[config.mk]
export PLATFORM = sky130hd
export DESIGN_NAME = button_lamp_mode_controller
export DESIGN_NICKNAME = d
export VERILOG_FILES = /design/src/sv/blmc_pkg.sv /design/src/sv/blmc_step.sv /design/src/sv/blmc_out_buf.sv /design/src/sv/button_lamp_mode_controller.sv
export SDC_FILE = /design/constraint.sdc
export NUM_CORES = 1
export LEC_CHECK = 0
export BUFFER_PORTS_ARGS = -buffer_cell sky130_fd_sc_hd__clkbuf_2
export CAP_MARGIN = 10
export CORE_UTILIZATION = 54
export DETAILED_ROUTE_END_ITERATION = 6
export PLACE_DENSITY_LB_ADDON = 0.3
export REMOVE_ABC_BUFFERS = 1
export SETUP_SLACK_MARGIN = 0.5
export SLEW_MARGIN = 25
export SYNTH_ARGS = -nofsm -noshare
export SYNTH_HDL_FRONTEND = slang
export SYNTH_SLANG_ARGS = --single-unit
[constraint.sdc]
create_clock -name clock -period 3.25 [get_ports clock]
set_input_delay 0.325 -clock clock [delete_from_list [all_inputs] [get_ports clock]]
set_output_delay 0.325 -clock clock [all_outputs]
set_load 0.05 [all_outputs]
[src/sv/blmc_pkg.sv]
// Shared types, mode codes and constants for the button and lamp mode controller.
package blmc_pkg;

   localparam int unsigned TICKS_W = 16;
   localparam logic [TICKS_W-1:0] TICKS_RESET = 16'd1000;

   // Mode numbers as the result beat reports them.
   localparam logic [3:0] MODE_NUM_START       = 4'd0;
   localparam logic [3:0] MODE_NUM_DEFAULT     = 4'd1;
   localparam logic [3:0] MODE_NUM_TIMER_H0    = 4'd2;
   localparam logic [3:0] MODE_NUM_TIMER_L0    = 4'd3;
   localparam logic [3:0] MODE_NUM_TIMER_H1    = 4'd4;
   localparam logic [3:0] MODE_NUM_TIMER_L1    = 4'd5;
   localparam logic [3:0] MODE_NUM_PRE_LAMP    = 4'd6;
   localparam logic [3:0] MODE_NUM_LAMP        = 4'd7;
   localparam logic [3:0] MODE_NUM_PRE_ALWAYS  = 4'd8;
   localparam logic [3:0] MODE_NUM_ALWAYS      = 4'd9;
   localparam logic [3:0] MODE_NUM_POST_ALWAYS = 4'd10;

   typedef enum logic [10:0] {
      MODE_START       = 11'b000_0000_0001,
      MODE_DEFAULT     = 11'b000_0000_0010,
      MODE_TIMER_H0    = 11'b000_0000_0100,
      MODE_TIMER_L0    = 11'b000_0000_1000,
      MODE_TIMER_H1    = 11'b000_0001_0000,
      MODE_TIMER_L1    = 11'b000_0010_0000,
      MODE_PRE_LAMP    = 11'b000_0100_0000,
      MODE_LAMP        = 11'b000_1000_0000,
      MODE_PRE_ALWAYS  = 11'b001_0000_0000,
      MODE_ALWAYS      = 11'b010_0000_0000,
      MODE_POST_ALWAYS = 11'b100_0000_0000
   } mode_type;

   typedef struct packed {
      logic button_level;
      logic voltage_switch;
      logic current_switch;
   } req_type;

   typedef struct packed {
      logic       lamp_on;
      logic       indicator_on;
      logic [3:0] mode_number;
   } rsp_type;

   typedef struct packed {
      mode_type           mode;
      logic [TICKS_W-1:0] press_countdown;
      logic               lamp_flag;
      logic               indicator_flag;
   } state_type;

   function automatic logic [3:0] mode_num(input mode_type m);
      logic [3:0] n;
      unique case (m)
         MODE_DEFAULT:     n = MODE_NUM_DEFAULT;
         MODE_TIMER_H0:    n = MODE_NUM_TIMER_H0;
         MODE_TIMER_L0:    n = MODE_NUM_TIMER_L0;
         MODE_TIMER_H1:    n = MODE_NUM_TIMER_H1;
         MODE_TIMER_L1:    n = MODE_NUM_TIMER_L1;
         MODE_PRE_LAMP:    n = MODE_NUM_PRE_LAMP;
         MODE_LAMP:        n = MODE_NUM_LAMP;
         MODE_PRE_ALWAYS:  n = MODE_NUM_PRE_ALWAYS;
         MODE_ALWAYS:      n = MODE_NUM_ALWAYS;
         MODE_POST_ALWAYS: n = MODE_NUM_POST_ALWAYS;
         default:          n = MODE_NUM_START;
      endcase
      return n;
   endfunction

endpackage

[src/sv/blmc_step.sv]
// Next-state logic: one tick of the mode machine plus the press window countdown.
module blmc_step (
   input  blmc_pkg::state_type            state_cur,
   input  blmc_pkg::req_type              req,
   input  logic [blmc_pkg::TICKS_W-1:0]   reload,
   output blmc_pkg::state_type            state_nxt
);
   import blmc_pkg::*;

   logic               btn;
   logic               volt;
   logic               cur;
   logic               cnt_live;
   logic [TICKS_W-1:0] cnt;
   mode_type           m;
   logic               lamp;
   logic               ind;

   assign btn      = req.button_level;
   assign volt     = req.voltage_switch;
   assign cur      = req.current_switch;
   assign cnt_live = (state_cur.press_countdown != '0);

   always_comb begin
      m    = state_cur.mode;
      cnt  = state_cur.press_countdown;
      lamp = state_cur.lamp_flag;
      ind  = state_cur.indicator_flag;
      // later checks in each arm override earlier ones
      unique case (state_cur.mode)
         MODE_DEFAULT: begin
            cnt = reload;
            if (btn && volt) m = MODE_TIMER_H0;
            if (cur && volt) m = MODE_PRE_ALWAYS;
            if (!volt)       m = MODE_START;
         end
         MODE_TIMER_H0: begin
            if (cnt_live && !btn)      m = MODE_TIMER_L0;
            else if (!cnt_live && btn) m = MODE_PRE_LAMP;
            if (!state_cur.indicator_flag && cur) m = MODE_PRE_ALWAYS;
            if (!volt) m = MODE_START;
         end
         MODE_TIMER_L0: begin
            if (cnt_live && btn) m = MODE_TIMER_H1;
            else if (!cnt_live)  m = MODE_DEFAULT;
            if (cur)   m = MODE_PRE_ALWAYS;
            if (!volt) m = MODE_START;
         end
         MODE_TIMER_H1: begin
            if (cnt_live && !btn && !cur) m = MODE_TIMER_L1;
            else if (!cnt_live)           m = MODE_DEFAULT;
            if (cur)   m = MODE_PRE_ALWAYS;
            if (!volt) m = MODE_START;
         end
         MODE_TIMER_L1: begin
            ind = ~state_cur.indicator_flag;
            m   = MODE_DEFAULT;
         end
         MODE_PRE_LAMP: begin
            lamp = ~state_cur.lamp_flag;
            m    = MODE_LAMP;
         end
         MODE_LAMP: begin
            if (!btn && volt) m = MODE_DEFAULT;
            if (cur && volt)  m = MODE_PRE_ALWAYS;
            if (!volt)        m = MODE_START;
         end
         MODE_PRE_ALWAYS: begin
            ind = 1'b1;
            m   = MODE_ALWAYS;
         end
         MODE_ALWAYS: begin
            cnt = reload;
            if (!cur)        m = MODE_POST_ALWAYS;
            if (btn && volt) m = MODE_TIMER_H0;
            if (!volt)       m = MODE_START;
         end
         MODE_POST_ALWAYS: begin
            ind = 1'b0;
            m   = MODE_DEFAULT;
         end
         default: begin
            cnt  = reload;
            lamp = 1'b0;
            ind  = 1'b0;
            m    = MODE_DEFAULT;
         end
      endcase
   end

   // decrement after the state step, saturating at zero
   assign state_nxt.mode            = m;
   assign state_nxt.press_countdown = (cnt != '0) ? cnt - TICKS_W'(1) : cnt;
   assign state_nxt.lamp_flag       = lamp;
   assign state_nxt.indicator_flag  = ind;

endmodule

[src/sv/blmc_out_buf.sv]
// Result register with a skid stage so the input side keeps moving under a short stall.
module blmc_out_buf (
   input  logic              clock,
   input  logic              reset,
   input  logic              push,
   input  blmc_pkg::rsp_type push_data,
   output logic              full,
   output logic              rsp_valid,
   input  logic              rsp_stall,
   output blmc_pkg::rsp_type rsp_data
);
   import blmc_pkg::*;

   logic    main_valid_ff;
   logic    main_valid_in;
   logic    skid_valid_ff;
   logic    skid_valid_in;
   rsp_type main_data_ff;
   rsp_type main_data_in;
   rsp_type skid_data_ff;
   rsp_type skid_data_in;
   logic    pop;

   assign pop = main_valid_ff && !rsp_stall;

   always_comb begin
      main_valid_in = main_valid_ff;
      skid_valid_in = skid_valid_ff;
      main_data_in  = main_data_ff;
      skid_data_in  = skid_data_ff;
      if (pop) begin
         if (skid_valid_ff) begin
            main_valid_in = 1'b1;
            main_data_in  = skid_data_ff;
            skid_valid_in = push;
            skid_data_in  = push_data;
         end else begin
            main_valid_in = push;
            main_data_in  = push_data;
         end
      end else if (!main_valid_ff) begin
         main_valid_in = push;
         main_data_in  = push_data;
      end else if (push) begin
         // hold the waiting beat, park the new one
         skid_valid_in = 1'b1;
         skid_data_in  = push_data;
      end
   end

   always_ff @(posedge clock) begin
      if (reset) begin
         main_valid_ff <= 1'b0;
         skid_valid_ff <= 1'b0;
      end else begin
         main_valid_ff <= main_valid_in;
         skid_valid_ff <= skid_valid_in;
      end
   end

   always_ff @(posedge clock) begin
      main_data_ff <= main_data_in;
      skid_data_ff <= skid_data_in;
   end

   assign full      = skid_valid_ff;
   assign rsp_valid = main_valid_ff;
   assign rsp_data  = main_data_ff;

endmodule

[src/sv/button_lamp_mode_controller.sv]
// Top level of the button and lamp mode controller.
//
//   channel | direction | handshake               | payload
//   req     | in        | req_valid / req_stall   | req_data (button, voltage, current)
//   rsp     | out       | rsp_valid / rsp_stall   | rsp_data (lamp, indicator, mode)
//   csr     | in        | csr_write_enable        | csr_write_data (long press ticks)
//
// One tick per cycle unless req is stalled: each accepted req beat has its rsp beat
// registered in the result buffer. The mode step is one level of next-state logic into
// the state registers. Reset clears the mode to start, the flags and the countdown and
// loads 1000 into the reload register; req_stall is high during reset. A stalled rsp
// beat parks one more result in the skid stage; req_stall rises only when that is full.
module button_lamp_mode_controller (
   input  logic                            clock,
   input  logic                            reset,
   input  logic                            req_valid,
   output logic                            req_stall,
   input  blmc_pkg::req_type               req_data,
   output logic                            rsp_valid,
   input  logic                            rsp_stall,
   output blmc_pkg::rsp_type               rsp_data,
   input  logic                            csr_write_enable,
   input  logic [blmc_pkg::TICKS_W-1:0]    csr_write_data
);
   import blmc_pkg::*;

   logic [TICKS_W-1:0] ticks_ff;
   state_type          state_ff;
   state_type          state_in;
   rsp_type            result;
   logic               buf_full;
   logic               accept;

   assign req_stall = buf_full || reset;
   assign accept    = req_valid && !req_stall;

   always_ff @(posedge clock) begin
      if (reset) begin
         ticks_ff <= TICKS_RESET;
      end else if (csr_write_enable) begin
         ticks_ff <= csr_write_data;
      end
   end

   blmc_step u_step (
      .state_cur (state_ff),
      .req       (req_data),
      .reload    (ticks_ff),
      .state_nxt (state_in)
   );

   always_ff @(posedge clock) begin
      if (reset) begin
         state_ff.mode            <= MODE_START;
         state_ff.press_countdown <= '0;
         state_ff.lamp_flag       <= 1'b0;
         state_ff.indicator_flag  <= 1'b0;
      end else if (accept) begin
         state_ff <= state_in;
      end
   end

   assign result.lamp_on      = state_in.lamp_flag;
   assign result.indicator_on = state_in.indicator_flag;
   assign result.mode_number  = mode_num(state_in.mode);

   blmc_out_buf u_out_buf (
      .clock     (clock),
      .reset     (reset),
      .push      (accept),
      .push_data (result),
      .full      (buf_full),
      .rsp_valid (rsp_valid),
      .rsp_stall (rsp_stall),
      .rsp_data  (rsp_data)
   );

endmodule

# [After elaboration in Yosys (flattened, before gate mapping)]
# Cells that the tools add are included.
[totals] latchBits=0 mem_bits_rw=0 out_inout_bits=8 memories=0 mem_bits_ro=0 wordCells=104 in_bits=24 regBits=59
[classes] bitwise_logic=2 multipliers=0 n_lt_le_gt_ge=0 n_div=0 eq_ne=22 muxes=40 n_reduce_logical=26 n_addsub=1 shift=0
[ops] op="$mux 11" count=20
[ops] op="$pmux 11 s8" count=1
[ops] op="$mux 6" count=7
[ops] op="$pmux 4 s10" count=1
[ops] op="$mux 16" count=2
[ops] op="$reduce_bool 16->1" count=2
[ops] op="$eq 11x10->1 const B" count=2
[ops] op="$eq 11x11->1 const B" count=2
[ops] op="$eq 11x2->1 const B" count=2
[ops] op="$eq 11x3->1 const B" count=2
[ops] op="$eq 11x4->1 const B" count=2
[ops] op="$eq 11x5->1 const B" count=2
[ops] op="$eq 11x6->1 const B" count=2
[ops] op="$eq 11x7->1 const B" count=2
[ops] op="$eq 11x8->1 const B" count=2
[ops] op="$eq 11x9->1 const B" count=2
[ops] op="$sub 16x1->16 const B" count=1
[ops] op="$logic_and 1x1->1" count=10
[ops] op="$reduce_or 9->1" count=1
[ops] op="$reduce_or 8->1" count=1
[ops] op="$mux 1" count=7
[ops] op="$reduce_or 7->1" count=1
[ops] op="$logic_not 1->1" count=6
[ops] op="$reduce_bool 2->1" count=2
[ops] op="other kinds (8)" count=9

# [Depth between registers and ports, before layout]
# Gate-level depths: netlist of run 1.
[depth] depth_word=13 mapped_depth=15 mapped_depth_nobuf=13

# [By module]
# From an unflattened synthesis of run 1, not the netlist that was laid out.
[hier_totals] cells_unflattened=485 area_unflattened_um2=4100.2
[modules_own_cells] module="button_lamp_mode_controller" cells_per_inst=210 instances=1 area_per_inst_um2=1845.5
[modules_own_cells] module="blmc_step" cells_per_inst=243 instances=1 area_per_inst_um2=1702.9
[modules_own_cells] module="blmc_out_buf" cells_per_inst=32 instances=1 area_per_inst_um2=551.8

# [Worst setup path after synthesis of run 1]
# OpenSTA, ideal clock, no wires.
[synth_path] path_type="flip-flop to flip-flop" startpoint="register state_ff[26] in the netlist's numbering" endpoint="register state_ff[11] in the netlist's numbering" required_time_ps=3119 n_path_buf=2 setup_time_ps=131 path_stages_with_launch=16 arrival_ps=3362 slack_ps=-243 path_cell_list="dfxtp_1 -> buf_2 -> nor3_4 -> nand3_1 -> or2_1 -> buf_6 -> nand2_2 -> mux2i_1 -> ha_1 -> nor4b_1 -> nand2_1 -> o311ai_0 -> a21oi_1 -> o22ai_1 -> mux2i_1 -> o211ai_1"
[synth_via] elab_chain_cells=5 elab_cells_between_ends=13
[synth_rtl] item="start: declaration" line="button_lamp_mode_controller.sv:28" rtl="state_type state_ff;"
[synth_rtl] item="start signal: assignment" line="button_lamp_mode_controller.sv:59" rtl="state_ff <= state_in;"
[synth_rtl] item="$eq 11x11->1 (tied with other cells)" line="blmc_step.sv:30" rtl="unique case (state_cur.mode)"
[synth_rtl] item="$reduce_or 8->1 (no line) (*)"
[synth_rtl] item="$mux 16 (*)" line="blmc_step.sv:30"
[synth_rtl] item="$sub 16x1->16 or $reduce_bool 16->1 (tied branches)" line="blmc_step.sv:93" rtl="assign state_nxt.press_countdown = (cnt != '0) ? cnt - TICKS_W'(1) : cnt;"
[synth_rtl] item="$mux 16 (*)" line="blmc_step.sv:93"
# Mark *: on every way between the ends. The rest lies on a longest branch, timed or not.
# A chain may end at the register's enable or synchronous reset.

# [Worst setup path in the final report of run 1]
[layout_path] startpoint="register state_ff[22] in the netlist's numbering" endpoint="register state_ff[10] in the netlist's numbering"
# Same word-level chain as after synthesis.

==> metrics.md, run 1 <==
| Metric | Value |
|---|---|
| Status | completed |
| DR WL/cell | 19.1 microns |
| Max IR drop VDD | 0.286 mV |
| Type of the worst min-delay path | in2reg |
| Fin. Hold Viols | 0 |
| Ranking of synthesized cells by area | dfxtp_1 (25%), edfxtp_1 (9.5%), mux2i_1 (5.8%), nor2_1 (4.2%), o21ai_0 (3.9%) |
| Placed Cells | 574 |
| Delay-heaviest family, CP | simple AND/OR/NAND/NOR gates |
| Register area share after synthesis | 34.2% |
| Sw Share | 32.4% |
| Cells after synthesis | 439 |
| First-pass GRT wire length | 18000 microns |
| GRT busiest layer | met2 |
| DP HPWL | 7810 microns |
| Top cell by count, worst path | buf_6 |
| Clock share of power | 32.4% |
| PortBufs | 31 |
| Root Driver | clkbuf_8 |
| Gate power share | 22.1% |
| Design area | 0.00491 sq mm |
| Max Slew Vio Count | 0 |
| CTS Buf Count | 9 |
| DP Worst Slack | -0.101 ns |
| Setup crit end kind | flip-flop |
| # hold bufs at CTS | 0 |
| GR met2 Demand/Resource | 53.2% |
| Clk buf depth | 2 |
| Setup_tns | 0 ns |
| Die Height | 86.0 microns |
| Remaining antenna violation count | 0 |
| Synth-to-layout area growth | 28.9% |
| Met1 Usage GRT | 38.0% |
| Yosys top cell area share | 24.7% |
| Layout Cells excl Fill | 617 |
| First-pass DRT Iterations | 5 |
| Largest net degree at the start of global routing | 27 |
| Worst-Margin Slew | 0.808 ns |
| Core Area | 0.00679 sq mm |
| Most frequent cell after synthesis | dfxtp_1 |
| Setup violators final | 0 |
| Type of the worst setup path | reg2reg |
| Pwr Density | 378 mW/mm^2 |
| RSZ-0062 raised after global routing | yes |
| Worst-path fanout max | 5 |
| TritonCTS clock tree | yes |
| ANT cells | 0 |
| Worst slew margin | 45.4% |
| Number of cell rows | 30 |
| Vias per cell | 6.45 |
| Sw Pwr | 0.602 mW |
| Area leader, netlist | dfxtp_1 |
| Syn_area_per_cell | 8.67 sq um |
| Max-Cap Viols | 0 |
| Number of synthesized register bits | 59 |
| Placed Area | 0.00419 sq mm |
| Synth Cell Area | 0.00381 sq mm |
| CP max stage cell | or4_1 |
| Final Critical Period | 3.12 ns |
| Number of global-route vias before repair | 3656 |
| Worst path bufs/invs | 3 |
| Initial antenna violation count | 0 |
| Gr ovfl total | 0 |
| Final hold slack | 0.190 ns |
| Final nets | 542 |
| Starting Density | 56.0% |
| Routed wire length | 11800 microns |
| Crit path DAT | 3.40 ns |
| CTS clk-pin slew, worst paths | 0.07 ns |
| # IOs | 32 |
| FFs w/ async S/R, synth | 0% |
| Max stage delay on crit path | 0.47 ns |
| Skew-Pair Late Insertion Delay | 0.35 ns |
| Critical Path Source Type | flip-flop |
| Worst endpoint required time | 3.52 ns |
| Final worst setup slack | 0.126 ns |
| Vias | 3979 |
| Synth Flop Type | dfxtp_1 |
| Layout cells sized above 1 | 34.9% |
| Cell variety after synth | 78 |
| Flop pwr share | 45.5% |
| Clock skew | 0.00810 ns |
| H-tree depth | 3 |
| Die area | 0.00739 sq mm |
| Die Width | 86.0 microns |
| Routing usage on met3 | 6.64% |
| Period utilization | 96.1% |
| Synth warnings | 0 |
| Leakage power | 1.96 nW |
| Initial DRC Count | 278 |
| Worst path cell trace | xor2_1 > a221oi_2 > or2_4 > nand2_4 > mux2i_4 > ha_2 > buf_6 > buf_6 > nand4_1 > buf_4 > nand2b_4 > nand4_4 > and2_4 > or4_1 > o211ai_1 |
| Clock tree sinks | 59 |
| Top cells by count, synth | dfxtp_1 (47), nor2_1 (43), nand2_1 (30), o21ai_0 (30), nand3_1 (27) |
| EDFF count, synth | 12 |
| GRT Total Usage | 32.0% |
| Internal power | 1.26 mW |
| Max frequency | 0.320 GHz |
| Drt drc | 0 |
| Global placer's final weighted congestion | 0.979 |
==> placed cells by master, fill, tap and decap left out, types with 13 or more instances in the layout <==
cell,netlist,routed
nor2_1,43,38
nor3_1,14,13
o21ai_0,30,23
buf_4,2,51
dfxtp_1,47,41
a21oi_1,17,15
mux2i_1,22,20
clkbuf_2,0,31
nand2_1,30,29
nand3_1,27,25
==> metrics by stage <==
stage	utilization [%]	power, mW
after floorplan	-	1.05
after CTS	69.0	1.81
after global placement	61.7	1.16
after detailed placement	61.7	1.17
after global routing	72.2	1.92
final	72.2	1.86
==> per-layer routing <==
layer / share of wire (%) / up-vias
met5: 0 / -
met4: 5.1 / 0
met3: 6.5 / 57
met2: 49 / 188
met1: 39 / 1916
li1: - / 1818
==> power by group through the flow <==
stage / Sequential [mW] / Combinational, mW / Clock [mW]
6_report: 0.844 / 0.411 / 0.602
2_1_floorplan: 0.857 / 0.189 / 0
4_1_cts: 0.837 / 0.368 / 0.606
3_5_place_dp: 0.851 / 0.317 / 0
3_3_place_gp: 0.850 / 0.312 / 0
5_1_grt: 0.848 / 0.436 / 0.638
==> logic make-up after synthesis <==
kind of cell	count (synthesis)	synth area share [%]
simple gates	198	31.3
compound gates	104	18.8
flops	59	34.2
buf+inv	35	4.60
mux	27	7.26
xor+xnor	13	2.99
fa+ha+maj	3	0.920
==> state kept, by name, indices dropped and copies added, names as in the netlist <==
signal / cells
state_ff: 29
ticks_ff: 16
u_out_buf.rsp_data: 6
u_out_buf.skid_data_ff: 6
u_out_buf.full: 1
u_out_buf.rsp_valid: 1
==> layout make-up <==
cell class / count / area, sq um
repair buffers: 91 / 648
fillers: 514 / 1890
clock inverters: 5 / 28.8
clock buffers: 11 / 141
well taps: 96 / 120
multi-input cells: 345 / 2620
inverters: 10 / 37.5
flip-flops and latches: 59 / 1320
==> path summary, 6_finish.rpt <==
| path | start | to | slack (ns) | cells past startpoint |
|---|---|---|---|---|
| worst min-delay path | csr_write_data[3] | ticks_ff[3] | 0.19 | 3 |
| worst max-delay path | state_ff[22] | state_ff[10] | 0.13 | 15 |
| worst min register to register | state_ff[1] | state_ff[1] | 0.51 | 2 |
| worst max register to register | state_ff[22] | state_ff[10] | 0.13 | 15 |
==> worst reg2reg max path, cell delays in order (launching register included) <==
cell,delay [ns]
dfxtp_4,0.37
xor2_1,0.18
a221oi_2,0.30
or2_4,0.20
nand2_4,0.08
mux2i_4,0.21
ha_2,0.21
buf_6,0.11
buf_6,0.10
nand4_1,0.12
buf_4,0.16
nand2b_4,0.15
nand4_4,0.11
and2_4,0.18
or4_1,0.47
o211ai_1,0.09
==> what timing repair did <==
item                                    CTS  global route
buffers inserted                         19             8
pin swaps                                27            15
resized for setup                        48            30
endpoints found under the setup margin   16            27
(Power assumes the default switching activity.)
==> run 2: changes to the inputs <==
--- a/config.mk
+++ b/config.mk
@@ -9,8 +9,8 @@
 export CAP_MARGIN = 10
 export CORE_UTILIZATION = 54
 export DETAILED_ROUTE_END_ITERATION = 6
+export MAX_ROUTING_LAYER = met4
 export PLACE_DENSITY_LB_ADDON = 0.3
-export REMOVE_ABC_BUFFERS = 1
 export SETUP_SLACK_MARGIN = 0.5
 export SLEW_MARGIN = 25
 export SYNTH_ARGS = -nofsm -noshare
==> run 2 against run 1 <==
Net effect:
- largest power group unchanged
- total power rose by 6.3%
- critical path depth is 1 lower
- routed wire length increased by 1.1%
- first-iteration DRC count grew 99%
- cell count decreased by 2.1%
- utilization is 1.3 points lower
- clock power is 21% higher
- clock skew increased by 0.0023 ns
- die area unchanged
- cell area decreased by 1.9%
==> metrics.md, run 2 (same netlist as run 1, synthesis figures left out) <==
| Metric | Value |
|---|---|
| Status | completed (unchanged) |
| Worst endpoint required time | 3.51 ns (was 3.52 ns) |
| CTS Buf Count | 9 (unchanged) |
| Worst R2R Setup Slack | 0.26 ns (was 0.13 ns) |
| Crit path DAT | 3.26 ns (was 3.40 ns) |
| DP HPWL | 8110 microns (was 7810 microns) |
| Commonest non-fill, non-tap cell in the layout | buf_4 (unchanged) |
| # IOs | 32 (unchanged) |
| Layout cells sized above 1 | 34.8% (was 34.9%) |
| RSZ-0062 raised after global routing | yes (unchanged) |
| Critical Path Source Type | flip-flop (unchanged) |
| Max reg flops | 29 (unchanged) |
| Placed Cells | 560 (was 574) |
| Die area | 0.00739 sq mm (unchanged) |
| Clock share of power | 37.0% (was 32.4%) |
| Max frequency | 0.334 GHz (was 0.320 GHz) |
| Commonest non-fill, non-tap cells in the layout | buf_4 (45), nor2_1 (38), dfxtp_1 (38), clkbuf_2 (31), nand2_1 (28) (was buf_4 (51), dfxtp_1 (41), nor2_1 (38), clkbuf_2 (31), nand2_1 (29)) |
| Largest registers | state_ff (29), ticks_ff (16) (unchanged) |
| Worst-path fanout max | 4 (was 5) |
| Root Driver | clkbuf_8 (unchanged) |
| Type of the worst setup path | reg2reg (unchanged) |
| Clock tree sinks | 59 (unchanged) |
| Sw Pwr | 0.652 mW (was 0.602 mW) |
| Setup crit end kind | flip-flop (unchanged) |
| Skew-Pair Late Insertion Delay | 0.37 ns (was 0.35 ns) |
| Starting Density | 56.0% (unchanged) |
| Setup violators final | 0 (unchanged) |
| Routed wire length | 11900 microns (was 11800 microns) |
| CTS clk-pin slew, worst paths | 0.08 ns (was 0.07 ns) |
| Initial antenna violation count | 0 (unchanged) |
| Largest Register | state_ff (unchanged) |
| Gr ovfl total | 0 (unchanged) |
| Number of cell rows | 30 (unchanged) |
| Global placer's final weighted congestion | 0.999 (was 0.979) |
| Pwr Density | 410 mW/mm^2 (was 378 mW/mm^2) |
| Hold path endpoint | ticks_ff[8] (was ticks_ff[3]) |
| DR WL/cell | 19.7 microns (was 19.1 microns) |
| Max IR drop VDD | 0.351 mV (was 0.286 mV) |
| ANT cells | 0 (unchanged) |
| Type of the worst min-delay path | in2reg (unchanged) |
| Vias | 3920 (was 3979) |
| Layout Cells excl Fill | 604 (was 617) |
| Core Area | 0.00679 sq mm (unchanged) |
| TritonCTS clock tree | yes (unchanged) |
| PortBufs | 31 (unchanged) |
| Gate power share | 20.2% (was 22.1%) |
| H-tree depth | 3 (unchanged) |
| GRT Total Usage | 34.3% (was 32.0%) |
| Max Slew Vio Count | 0 (unchanged) |
| Period utilization | 92.1% (was 96.1%) |
| Fin. Hold Viols | 0 (unchanged) |
| Clock skew | 0.0104 ns (was 0.00810 ns) |
| Total nets after synthesis | 465 |
| Drt drc | 0 (unchanged) |
| First-pass DRT Iterations | 5 (unchanged) |
| Remaining antenna violation count | 0 (unchanged) |
| Clk buf depth | 2 (unchanged) |
| Sw Share | 33.0% (was 32.4%) |
| Worst-Margin Slew | 0.794 ns (was 0.808 ns) |
| Initial DRC Count | 552 (was 278) |
| R2R Path Start | state_ff[26] (was state_ff[22]) |
| Design area | 0.00482 sq mm (was 0.00491 sq mm) |
| Flop pwr share | 42.8% (was 45.5%) |
| Worst hold start | csr_write_data[8] (was csr_write_data[3]) |
| Leakage power | 1.91 nW (was 1.96 nW) |
| Synth-to-layout area growth | 26.5% (was 28.9%) |
| Number of global-route vias before repair | 3542 (was 3656) |
| First-pass GRT wire length | 18600 microns (was 18000 microns) |
| Setup_tns | 0 ns (unchanged) |
| Final worst setup slack | 0.256 ns (was 0.126 ns) |
| Reg2reg path depth | 14 (was 15) |
| Worst slew margin | 46.3% (was 45.4%) |
| Final nets | 529 (was 542) |
| Largest net degree at the start of global routing | 24 (was 27) |
| Final Critical Period | 2.99 ns (was 3.12 ns) |
| Reg2reg end | state_ff[13] (was state_ff[10]) |
| Hold path cells | 3 (unchanged) |
| Vias per cell | 6.49 (was 6.45) |
| Placed Area | 0.00420 sq mm (was 0.00419 sq mm) |
| Die Width | 86.0 microns (unchanged) |
| Max-Cap Viols | 0 (unchanged) |
| Die Height | 86.0 microns (unchanged) |
| DP Worst Slack | 0.0281 ns (was -0.101 ns) |
| Internal power | 1.32 mW (was 1.26 mW) |
| Fin util | 70.9% (was 72.2%) |
[run 2: repair_timing]
action | CTS | global route
gates cloned | 0 | 0
resized for setup | 20 | 31
setup endpoints to repair | 16 | 18
hold endpoints to repair | 0 | 0
pin swaps | 12 | 21
hold buffers | 0 | 0
buffers inserted | 11 | 17
[run 2: worst max-delay path by stage]
stage | start | end | slack (ns) | cells past startpoint
2_1_floorplan | state_ff[26] | state_ff[11] | 0.25 | 15
3_3_place_gp | state_ff[25] | state_ff[11] | 0.13 | 13
3_5_place_dp | state_ff[25] | state_ff[11] | 0.03 | 13
4_1_cts | state_ff[25] | state_ff[11] | 0.37 | 13
5_1_grt | state_ff[23] | state_ff[5] | 0.08 | 13
6_report | state_ff[26] | state_ff[13] | 0.26 | 14
[run 2: cell type report]
class                      instances  area (sq um)
multi-input combinational        345          2610
fill                             514          1980
sequential                        59          1320
timing repair buffer              78           515
clock buffer                       9           124
tap                               96           120
clock inverter                     7          83.8
inverter                          10          37.5
[run 2: power groups by stage]
stage / registers (mW) / clock network, mW / logic (mW)
after global routing: 0.852 / 0.768 / 0.427
after CTS: 0.840 / 0.730 / 0.336
after floorplan: 0.860 / 0 / 0.221
final: 0.846 / 0.730 / 0.398
after detailed placement: 0.857 / 0 / 0.318
after global placement: 0.855 / 0 / 0.312
[run 2: metrics by stage]
step | total power, mW | hold slack, ns
3_3_place_gp | 1.17 | 0.477
6_report | 1.97 | 0.174
2_1_floorplan | 1.08 | 0.454
3_5_place_dp | 1.17 | 0.492
4_1_cts | 1.90 | 0.173
5_1_grt | 2.05 | 0.179
[run 2: routing by layer]
layer | up-vias | track usage [%] | routed length (microns)
li1 | 1796 | - | -
met1 | 1841 | 46.2 | 4950
met2 | 245 | 49.2 | 5410
met3 | 38 | 8.76 | 1230
met4 | 0 | 13.3 | 340
met5 | - | - | 0
[run 2: worst max-delay path, cell delays in order (launching register included)]
cell and delay, ns:
dfxtp_4 0.38, xor2_2 0.18, o2111a_2 0.29, o21ai_4 0.24, nand2_8 0.10, mux2i_4 0.23, ha_4 0.18, nor4b_4 0.23
nand2_2 0.13, buf_4 0.16, buf_6 0.10, nand4b_1 0.14, o21ai_2 0.09, xor2_1 0.15, a221o_1 0.29
